<file path="src/hdl/lfu_pkg.sv">
package lfu_pkg;

   localparam int ENTRIES = 16;
   localparam int SLOT_W = (ENTRIES > 1) ? $clog2(ENTRIES) : 1;
   localparam int CNT_W = $clog2(ENTRIES + 1);
   localparam int KEY_W = 32;
   localparam int VALUE_W = 31;
   localparam int COUNT_W = 16;
   localparam int STAMP_W = 32;
   localparam int CAP_W = 5;

   localparam logic [COUNT_W-1:0] COUNT_MAX = '1;
   localparam logic [CAP_W-1:0] CAP_RESET = CAP_W'(16);

   localparam logic OP_GET = 1'b0;
   localparam logic OP_PUT = 1'b1;

   typedef struct packed {
      logic operation;
      logic [KEY_W-1:0] lookup_key;
      logic [VALUE_W-1:0] store_value;
   } req_type;

   typedef struct packed {
      logic found;
      logic [VALUE_W-1:0] read_value;
      logic evicted;
      logic [KEY_W-1:0] evicted_key;
   } rsp_type;

   typedef struct packed {
      logic [KEY_W-1:0] key;
      logic [VALUE_W-1:0] value;
      logic [COUNT_W-1:0] use_count;
      logic [STAMP_W-1:0] touch_stamp;
   } entry_type;

   typedef struct packed {
      logic hit;
      logic [SLOT_W-1:0] hit_slot;
      logic [VALUE_W-1:0] hit_value;
      logic [COUNT_W-1:0] hit_count;
      logic [SLOT_W-1:0] victim_slot;
      logic [KEY_W-1:0] victim_key;
      logic [SLOT_W-1:0] free_slot;
   } scan_result_type;

   typedef enum logic [1:0] {
      ST_IDLE,
      ST_SCAN,
      ST_WRITE
   } state_type;

   function automatic logic [COUNT_W-1:0] count_raise(input logic [COUNT_W-1:0] count);
      logic [COUNT_W-1:0] result;
      result = (count == COUNT_MAX) ? count : count + COUNT_W'(1);
      return result;
   endfunction

endpackage

</file>
<file path="src/hdl/lfu_entry_ram.sv">
module lfu_entry_ram (
   input  logic clock,
   input  logic write_enable,
   input  logic [lfu_pkg::SLOT_W-1:0] write_addr,
   input  lfu_pkg::entry_type write_data,
   input  logic [lfu_pkg::SLOT_W-1:0] read_addr,
   output lfu_pkg::entry_type read_data
);
   import lfu_pkg::*;

   entry_type mem [ENTRIES];
   entry_type read_data_ff;

   always_ff @(posedge clock) begin
      if (write_enable) begin
         mem[write_addr] <= write_data;
      end
      read_data_ff <= mem[read_addr];
   end

   assign read_data = read_data_ff;

endmodule

</file>
<file path="src/hdl/lfu_scan.sv">
module lfu_scan (
   input  logic clock,
   input  logic reset,
   input  logic start,
   input  logic sample,
   input  logic [lfu_pkg::SLOT_W-1:0] slot,
   input  lfu_pkg::entry_type entry,
   input  logic entry_valid,
   input  logic [lfu_pkg::KEY_W-1:0] lookup_key,
   input  logic [lfu_pkg::STAMP_W-1:0] access_clock,
   output lfu_pkg::scan_result_type result
);
   import lfu_pkg::*;

   logic hit_ff;
   logic have_ff;
   logic free_found_ff;
   logic [SLOT_W-1:0] hit_slot_ff;
   logic [VALUE_W-1:0] hit_value_ff;
   logic [COUNT_W-1:0] hit_count_ff;
   logic [SLOT_W-1:0] victim_slot_ff;
   logic [KEY_W-1:0] victim_key_ff;
   logic [COUNT_W-1:0] best_count_ff;
   logic [STAMP_W-1:0] best_age_ff;
   logic [SLOT_W-1:0] free_slot_ff;

   logic [STAMP_W-1:0] age;
   logic match;
   logic better;

   // age wraps modulo 2^32 with the access clock
   assign age = access_clock - entry.touch_stamp;
   assign match = entry_valid && (entry.key == lookup_key);
   assign better = !have_ff || (entry.use_count < best_count_ff) ||
                   ((entry.use_count == best_count_ff) && (age > best_age_ff));

   always_ff @(posedge clock) begin
      if (reset || start) begin
         hit_ff <= 1'b0;
         have_ff <= 1'b0;
         free_found_ff <= 1'b0;
      end else if (sample) begin
         if (match && !hit_ff) begin
            hit_ff <= 1'b1;
         end
         if (entry_valid && better) begin
            have_ff <= 1'b1;
         end
         if (!entry_valid && !free_found_ff) begin
            free_found_ff <= 1'b1;
         end
      end
   end

   // first match, strict improvement and first hole keep the lowest slot
   always_ff @(posedge clock) begin
      if (sample) begin
         if (match && !hit_ff) begin
            hit_slot_ff <= slot;
            hit_value_ff <= entry.value;
            hit_count_ff <= entry.use_count;
         end
         if (entry_valid && better) begin
            victim_slot_ff <= slot;
            victim_key_ff <= entry.key;
            best_count_ff <= entry.use_count;
            best_age_ff <= age;
         end
         if (!entry_valid && !free_found_ff) begin
            free_slot_ff <= slot;
         end
      end
   end

   always_comb begin
      result.hit = hit_ff;
      result.hit_slot = hit_slot_ff;
      result.hit_value = hit_value_ff;
      result.hit_count = hit_count_ff;
      result.victim_slot = victim_slot_ff;
      result.victim_key = victim_key_ff;
      result.free_slot = free_slot_ff;
   end

endmodule

</file>
<file path="src/hdl/lfu_cache_lru_tiebreak_unit.sv">
// Fully associative key-value cache, least-frequently-used replacement with
// least-recent use breaking ties. Each request passes through the transfer
// cycle, which also issues the read of the first entry, a scan streaming
// every entry out of the single-read-port entry memory for key match and victim
// choice, and a write-back step that loads the result. The result sits in
// an output register; a new request is taken while it waits, but its write-back
// holds until the earlier result has been transferred. Valid bits live in
// flip-flops, so the block is ready straight out of reset. csr_write_data sets
// the usable capacity (reset 16, values above 16 act as 16, zero makes every
// put a no-op).
module lfu_cache_lru_tiebreak_unit (
   input  logic clock,
   input  logic reset,
   input  logic req_valid,
   output logic req_ready,
   input  lfu_pkg::req_type req_payload,
   output logic rsp_valid,
   input  logic rsp_ready,
   output lfu_pkg::rsp_type rsp_payload,
   input  logic csr_write_enable,
   input  logic [lfu_pkg::CAP_W-1:0] csr_write_data
);
   import lfu_pkg::*;

   state_type state_ff, state_in;
   logic [SLOT_W-1:0] slot_ff, slot_in;
   req_type req_ff, req_in;
   logic [STAMP_W-1:0] clock_ff, clock_in;
   logic [CNT_W-1:0] used_ff, used_in;
   logic [ENTRIES-1:0] valid_ff, valid_in;
   logic [CAP_W-1:0] capacity_ff;
   logic rsp_valid_ff, rsp_valid_in;
   rsp_type rsp_ff, rsp_in;

   logic ram_we;
   logic [SLOT_W-1:0] ram_waddr;
   entry_type ram_wdata;
   logic [SLOT_W-1:0] ram_raddr;
   entry_type ram_rdata;

   logic scan_start;
   logic scan_sample;
   scan_result_type scan;
   logic [CNT_W-1:0] cap_eff;
   logic [SLOT_W-1:0] ins_slot;

   lfu_entry_ram u_ram (
      .clock        (clock),
      .write_enable (ram_we),
      .write_addr   (ram_waddr),
      .write_data   (ram_wdata),
      .read_addr    (ram_raddr),
      .read_data    (ram_rdata)
   );

   lfu_scan u_scan (
      .clock        (clock),
      .reset        (reset),
      .start        (scan_start),
      .sample       (scan_sample),
      .slot         (slot_ff),
      .entry        (ram_rdata),
      .entry_valid  (valid_ff[slot_ff]),
      .lookup_key   (req_ff.lookup_key),
      .access_clock (clock_ff),
      .result       (scan)
   );

   assign cap_eff = (int'(capacity_ff) > ENTRIES) ? CNT_W'(ENTRIES) : CNT_W'(capacity_ff);

   always_ff @(posedge clock) begin
      if (reset) begin
         state_ff <= ST_IDLE;
         slot_ff <= '0;
         clock_ff <= '0;
         used_ff <= '0;
         valid_ff <= '0;
         capacity_ff <= CAP_RESET;
         rsp_valid_ff <= 1'b0;
      end else begin
         state_ff <= state_in;
         slot_ff <= slot_in;
         clock_ff <= clock_in;
         used_ff <= used_in;
         valid_ff <= valid_in;
         rsp_valid_ff <= rsp_valid_in;
         if (csr_write_enable) begin
            capacity_ff <= csr_write_data;
         end
      end
   end

   always_ff @(posedge clock) begin
      req_ff <= req_in;
      rsp_ff <= rsp_in;
   end

   always_comb begin
      state_in = state_ff;
      slot_in = slot_ff;
      req_in = req_ff;
      clock_in = clock_ff;
      used_in = used_ff;
      valid_in = valid_ff;
      rsp_valid_in = rsp_valid_ff && !rsp_ready;
      rsp_in = rsp_ff;
      req_ready = 1'b0;
      ram_we = 1'b0;
      ram_waddr = '0;
      ram_wdata = '0;
      ram_raddr = slot_ff + SLOT_W'(1);
      scan_start = 1'b0;
      scan_sample = 1'b0;
      ins_slot = scan.free_slot;

      unique case (state_ff)
         ST_IDLE: begin
            req_ready = 1'b1;
            ram_raddr = '0;
            if (req_valid) begin
               req_in = req_payload;
               scan_start = 1'b1;
               slot_in = '0;
               state_in = ST_SCAN;
            end
         end
         ST_SCAN: begin
            scan_sample = 1'b1;
            slot_in = slot_ff + SLOT_W'(1);
            if (slot_ff == SLOT_W'(ENTRIES - 1)) begin
               state_in = ST_WRITE;
            end
         end
         ST_WRITE: begin
            // hold the write-back until the output register is free
            if (!rsp_valid_ff || rsp_ready) begin
               state_in = ST_IDLE;
               rsp_valid_in = 1'b1;
               rsp_in = '0;
               ram_wdata.key = req_ff.lookup_key;
               ram_wdata.touch_stamp = clock_ff;
               if (req_ff.operation == OP_GET) begin
                  if (scan.hit) begin
                     rsp_in.found = 1'b1;
                     rsp_in.read_value = scan.hit_value;
                     ram_we = 1'b1;
                     ram_waddr = scan.hit_slot;
                     ram_wdata.value = scan.hit_value;
                     ram_wdata.use_count = count_raise(scan.hit_count);
                     clock_in = clock_ff + STAMP_W'(1);
                  end
               end else if (cap_eff != '0) begin
                  ram_we = 1'b1;
                  ram_wdata.value = req_ff.store_value;
                  clock_in = clock_ff + STAMP_W'(1);
                  if (scan.hit) begin
                     rsp_in.found = 1'b1;
                     ram_waddr = scan.hit_slot;
                     ram_wdata.use_count = count_raise(scan.hit_count);
                  end else begin
                     if (used_ff >= cap_eff) begin
                        ins_slot = scan.victim_slot;
                        rsp_in.evicted = 1'b1;
                        rsp_in.evicted_key = scan.victim_key;
                     end else begin
                        used_in = used_ff + CNT_W'(1);
                     end
                     ram_waddr = ins_slot;
                     ram_wdata.use_count = COUNT_W'(1);
                     valid_in[ins_slot] = 1'b1;
                  end
               end
            end
         end
         default: begin
            state_in = ST_IDLE;
         end
      endcase
   end

   assign rsp_valid = rsp_valid_ff;
   assign rsp_payload = rsp_ff;

endmodule

</file>
<file path="config.mk">
export PLATFORM = sky130hd
export DESIGN_NAME = lfu_cache_lru_tiebreak_unit
export DESIGN_NICKNAME = d
export VERILOG_FILES = /design/src/hdl/lfu_pkg.sv /design/src/hdl/lfu_entry_ram.sv /design/src/hdl/lfu_scan.sv /design/src/hdl/lfu_cache_lru_tiebreak_unit.sv
export SDC_FILE = /design/constraint.sdc
export NUM_CORES = 2
export LEC_CHECK = 0
export BUFFER_PORTS_ARGS = -buffer_cell sky130_fd_sc_hd__buf_2
export CAP_MARGIN = 25
export CORE_MARGIN = 8
export CORE_UTILIZATION = 50
export DETAILED_ROUTE_END_ITERATION = 16
export GPL_TIMING_DRIVEN = 0
export HOLD_SLACK_MARGIN = 0.05
export PLACE_DENSITY_LB_ADDON = 0.12
export SYNTH_ARGS = -nofsm -noshare
export SYNTH_HDL_FRONTEND = slang
export SYNTH_HIERARCHICAL = 1
export SYNTH_SLANG_ARGS = --single-unit
export TNS_END_PERCENT = 30
</file>
<file path="constraint.sdc">
create_clock -name clock -period 17.6 [get_ports clock]
set_input_delay 2.64 -clock clock [delete_from_list [all_inputs] [get_ports clock]]
set_output_delay 2.64 -clock clock [all_outputs]
set_load 0.02 [all_outputs]
</file>
* Word-level counts from Yosys, hierarchy flattened
Memories as Yosys holds them, arrays and structs flattened. A register that Yosys moved wholly into a read port is not among the register bits. Cells that the tools add are included.
Storage, ports and cells: register bits 336, RAM bits 1776, bits of input ports 74, output and inout bits 67, word-level logic and storage cells 138, memories 1
Memory list:
- u_ram.mem | words 16, bits a word 111, read ports 1, clocked after memory_dff 1, wr ports 1, line lfu_entry_ram.sv:11 | entry_type mem [ENTRIES];
Cells by class: add/sub/neg operators 5, $lt $le $gt $ge 7, eq/ne operators 10, multiplexer cells 51, bitwise operators 5, reduce and logical (&&, ||, !) cells 34
Operators by type and width (number):
- $mux W111 | 2
- $mux W47 | 3
- $mux W32 | 4
- $mux W4 | 14
- $mux W33 | 1
- $add A32 B1 Y32 const B | 1
- $eq A32 B32 Y1 | 1
- $gt A32 B32 Y1 | 1
- $mux W16 | 2
- $sub A32 B32 Y32 | 1
- $mux W1 | 17
- $add A16 B1 Y16 const B | 1
- $eq A16 B16 Y1 | 1
- $eq A16 B16 Y1 const B | 1
- $lt A16 B16 Y1 | 1
- $or A16 B16 Y16 | 1
- $reduce_and A2 Y1 | 6
- $lt A4 B5 Y1 const B | 2
- $pmux W4 S2 | 1
- $logic_and A1 B1 Y1 | 7
- $logic_not A1 Y1 | 6
- $mux W2 | 3
- $ne A2 B2 Y1 const B | 3
- $pmux W2 S3 | 1
- other kinds (24) | 31

* Depth between registers and ports, before layout
word-level depth 14, gate-level depth with buffers 19, depth with buffers taken out 19

* Cells and area by module
Netlist, hierarchy kept.
Modules (own cells, without submodules):
- lfu_entry_ram | instances 1, cells each 2838, area each 68514.5 um2, seq. area each 55553.3 um2
- lfu_cache_lru_tiebreak_unit | instances 1, cells each 842, area each 9078.7 um2, seq. area each 5175.0 um2
- lfu_scan | instances 1, cells each 588, area each 7495.9 um2, seq. area each 4234.1 um2

* Least setup slack after synthesis
Ideal clock, no wire load.
kind input port to flip-flop, start point in rsp_ready, end point mem u_ram/mem[0][0] (netlist bit) (enable), library setup time 0.717 ns, arrival 12.952 ns, required time 16.883 ns, slack 3.932 ns, stages 11, buffers on the path 3, cell sequence nand2b_1 > buf_4 > nand2_4 > clkbuf_1 > inv_1 > and3_1 > clkbuf_1 > nand2_1 > o21ai_0 > or3b_2 > nor3_1
On the way: elaborated cells on any way between the ends 7, classes of those cells 6 x mux; 1 x reduce/logical
RTL lines:
- from (decl) | line lfu_cache_lru_tiebreak_unit.sv:18 | input logic rsp_ready,
- $logic_or A1 B1 Y1 | line lfu_cache_lru_tiebreak_unit.sv:136 | if (!rsp_valid_ff || rsp_ready) begin
- $mux W4 | line lfu_cache_lru_tiebreak_unit.sv:136
- $mux W4 | line lfu_cache_lru_tiebreak_unit.sv:116 | unique case (state_ff)
- via ram_waddr[2] | line lfu_cache_lru_tiebreak_unit.sv:36 | logic [SLOT_W-1:0] ram_waddr;
- to (decl) | line lfu_entry_ram.sv:11
The timed path passes the listed nets, and every way through them passes these cells.

* Worst setup path in the final report
start point in rsp_ready, end point mem u_ram/mem[5][96] (netlist bit) (enable)
Same word-level chain as after synthesis.

==> impl_metrics.yaml <==
clock_network:
  cts.sinks: 2223
  clkLatencyLatePin_ns: 0.85
  cts_setup_buffers: 0
  clk_pin_slew_worst_paths_ns: 0.06
  cts_hold_buf: 0
  cts.path.max_buffers: 3
  cts_resized: 0
  clk_root_buffer_cell: "clkbuf_16"
  numCtsBuffers: 222
  ctsHtreeMaxLevel: 4
  tritoncts: "yes"
floorplan:
  die_h_um: 429
  pin_count: 141
  rows: 151
  dieArea_um2: 184000
  core-area_um2: 169000
  die_w_um: 429
  start_util: 0.503
finish:
  drive_gt1_frac: 0.240
  post-route-util: 0.583
  fin_nets: 4972
  synthToLayoutAreaGrowth_pct: 15.9
logic_synthesis:
  synth_ff_type: "edfxtp_1"
  yosys.area.top_type_share: 0.721
  synth_area_leaders: "edfxtp_1, mux4_2, dfxtp_1"
  seq_area_frac_synth: 0.763
  syn_avg_cell_area_um2: 19.9
  synth_top_cell_by_area: "edfxtp_1"
  ys_ff_latch: 2223
  synth-edff-count: 2044
  syn-num-nets: 4431
  synth_warnings: 6
  syn-instance-count: 4268
  ys_types: 73
  async_flop_share: 0
  netlist_area_um2: 85100
hold_path:
  holdPathEnd: "u_scan/hit_value_ff[20]$_DFFE_PP_"
  hold_start: "u_ram/read_data[68]$_DFF_P_"
  min_path_cells: 0
  worstHoldPathType: "register to register"
timing:
  hold_violations: 0
  skew_ns: 0.0214
  period_needed_ns: 7.70
  tightest_slew_ns: 1.12
  slew_headroom: 0.245
  max_freq_mhz: 130
  setup_violations: 0
  setup_slack_ns: 9.90
  maxSlewViolCount: 0
  finalCritPeriodShare: 0.438
  rsz0062_at_grt: "false"
detailed_routing:
  drt-initial-drc-count: 4809
  drc_errors: 0
  routed_wl_um: 218000
  routedWlPerCell_um: 30.2
  first_pass_iters: 5
  via_count: 43918
  ant_nets: 0
  viasPerCell: 6.08
worst_setup_path:
  ff2ff_path_depth: 21
  crit_type: "input port to register"
  reg2reg_from: "clock_ff[0]$_SDFFE_PP0P_"
  timing.rr.end: "u_scan/victim_key_ff[11]$_DFFE_PP_"
  r2r_setup_slack_ns: 11.03
  crit_arrival_ns: 8.24
  worstSetupEndpointType: "register"
  worst-path-max-fanout: 36
  critPathLaunchType: "input port"
  cp.required_ns: 18.14
grt:
  grt_pass1_wl_um: 314000
  grt_max_degree: 40
  grt_use_total: 0.234
  grt_pass1_vias: 44134
  grt_overflow: 0
  antenna_found_initial: 3
pwr:
  p_leak_nw: 28.6
  power_density_nw_per_um2: 107
  vdd_drop_max_v: 0.000120
  power.total_mw: 10.5
placement:
  portBuffers: 139
  place_hpwl_um: 139000
  dpl_worst_slack_ns: 9.02
  finalWeightedCongestion: 0.801
job:
  cap_violations: 0
run_status:
  status: "finished clean"
## cells in the final DEF, fill, tap and decap left out, types with 12 or more instances in the layout
cell type / count
buf_1: 13
nor2_4: 12
mux4_2: 449
nor3_1: 25
or4_1: 13
nand3_1: 32
buf_6: 88
inv_1: 102
xnor2_1: 52
edfxtp_1: 2044
nor2_1: 104
and2_1: 72
clkinv_1: 24
a31oi_1: 18
nand2_1: 152
and3_1: 68
buf_2: 178
clkbuf_16: 230
nor2b_1: 17
buf_4: 21
xor2_1: 29
a22oi_1: 227
ha_1: 88
a21oi_1: 92
clkbuf_1: 196
buf_12: 65
clkbuf_8: 36
mux2i_1: 18
nand4_1: 44
a21o_1: 38
clkinv_2: 32
o21ai_0: 46
buf_16: 18
nor4_1: 18
dfxtp_1: 179
## critical path: stages
cell and delay, ns:
buf_2 0.11, nand2b_1 0.12, buf_4 0.26, nand2_4 0.10
clkbuf_2 0.53, inv_4 0.62, buf_16 0.30, and3_1 0.24
clkbuf_1 0.44, nand2_1 0.10, o21ai_0 0.39, nand2b_1 0.46
nor2_4 0.57, buf_12 0.27, buf_12 0.20, buf_16 0.18
buf_16 0.17, buf_16 0.17, buf_12 0.19
## cells in the mapped netlist, types with 11 or more instances
master    count
edfxtp_1   2044
buf_6        23
nand4_1      44
mux2i_1      18
nand3_1      32
nand2b_1     11
nor4_1       19
clkbuf_1    120
nand2_1     152
a21oi_1      92
dfxtp_1     179
o21ai_0      46
a31oi_1      18
and2_1       73
nor2_1      116
mux4_2      449
a21o_1       38
a22oi_1     227
and3_1       68
buf_1        13
nor2b_1      17
buf_2        39
xor2_1       29
inv_1       103
nor3_1       29
xnor2_1      52
or4_1        13
ha_1         88
## layer usage
layer | track usage | share of wire | wire length, µm | up-vias
met3 | 0.0414 | 0.073 | 15900 | 296
met1 | 0.340 | 0.43 | 93600 | 23391
li1 | - | - | - | 18550
met5 | 0 | 0.000060 | 13 | -
met2 | 0.370 | 0.47 | 103000 | 1679
met4 | 0.0638 | 0.025 | 5420 | 2
## flip-flops by register name (all words and copies together), names as in the netlist, 5 cells and up
| name | cells |
|---|---|
| clock_ff | 32 |
| capacity_ff | 5 |
| u_ram/mem | 1776 |
| u_ram/read_data | 111 |
| used_ff | 5 |
| rsp_payload | 65 |
| u_scan/victim_key_ff | 32 |
| valid_ff | 16 |
| u_scan/best_age_ff | 32 |
| u_scan/hit_count_ff | 16 |
| u_scan/hit_value_ff | 31 |
| req_ff | 64 |
| u_scan/best_count_ff | 16 |
## final cells by class
type                            instances  area (µm²)
Timing Repair Buffer                  317        3530
Sequential cell                      2223       65000
Tap cell                             2218        2780
Clock buffer                          346        6500
Antenna cell                            1        2.50
Inverter                              104         393
Clock inverter                         74         563
Buffer                                204        1060
Multi-Input combinational cell       1737       18800
Fill cell                           12450       70700
## per-stage QoR
step                area (µm²)  cells  setup TNS, ns  hold WS, ns
floorplan                85100   4268              0        0.386
global placement         88600   6625       -9244.74        0.387
detailed placement       91500   6798              0        0.389
CTS                      98600   7218              0        0.403
global route             98600   7224              0        0.404
finish                   98600   7224              0        0.402
## power by group
part	switching (mW)	total, mW	internal, mW
registers	0.0130	5.71	5.70
logic	0.143	0.232	0.0889
clock network	1.94	4.57	2.63
total	2.10	10.5	8.42
## kinds of logic after synthesis
kind of cell / Yosys count / share of synthesized area
flip-flops: 2223 / 0.763
AND/OR/NAND/NOR: 615 / 0.0374
AO/OA/AOI/OAI: 482 / 0.0393
multiplexers: 470 / 0.121
buffers and inverters: 308 / 0.0169
adder cells (fa/ha/maj): 89 / 0.0132
XOR/XNOR: 81 / 0.00834
## how the worst max path moves through the flow
| stage | start | endpoint | slack, ns |
|---|---|---|---|
| final | rsp_ready | u_ram/mem[5][96]$_DFFE_PP_ | 9.90 |
| after global routing | rsp_ready | u_ram/mem[5][94]$_DFFE_PP_ | 9.62 |
| after CTS | rsp_ready | u_ram/mem[5][95]$_DFFE_PP_ | 9.96 |
| after detailed placement | rsp_ready | u_ram/mem[5][94]$_DFFE_PP_ | 9.02 |
| after global placement | rsp_ready | u_ram/mem[0][94]$_DFFE_PP_ | -11.21 |
| after floorplan | rsp_ready | u_ram/mem[0][0]$_DFFE_PP_ | 3.93 |
Power figures use the tool's default switching activity.
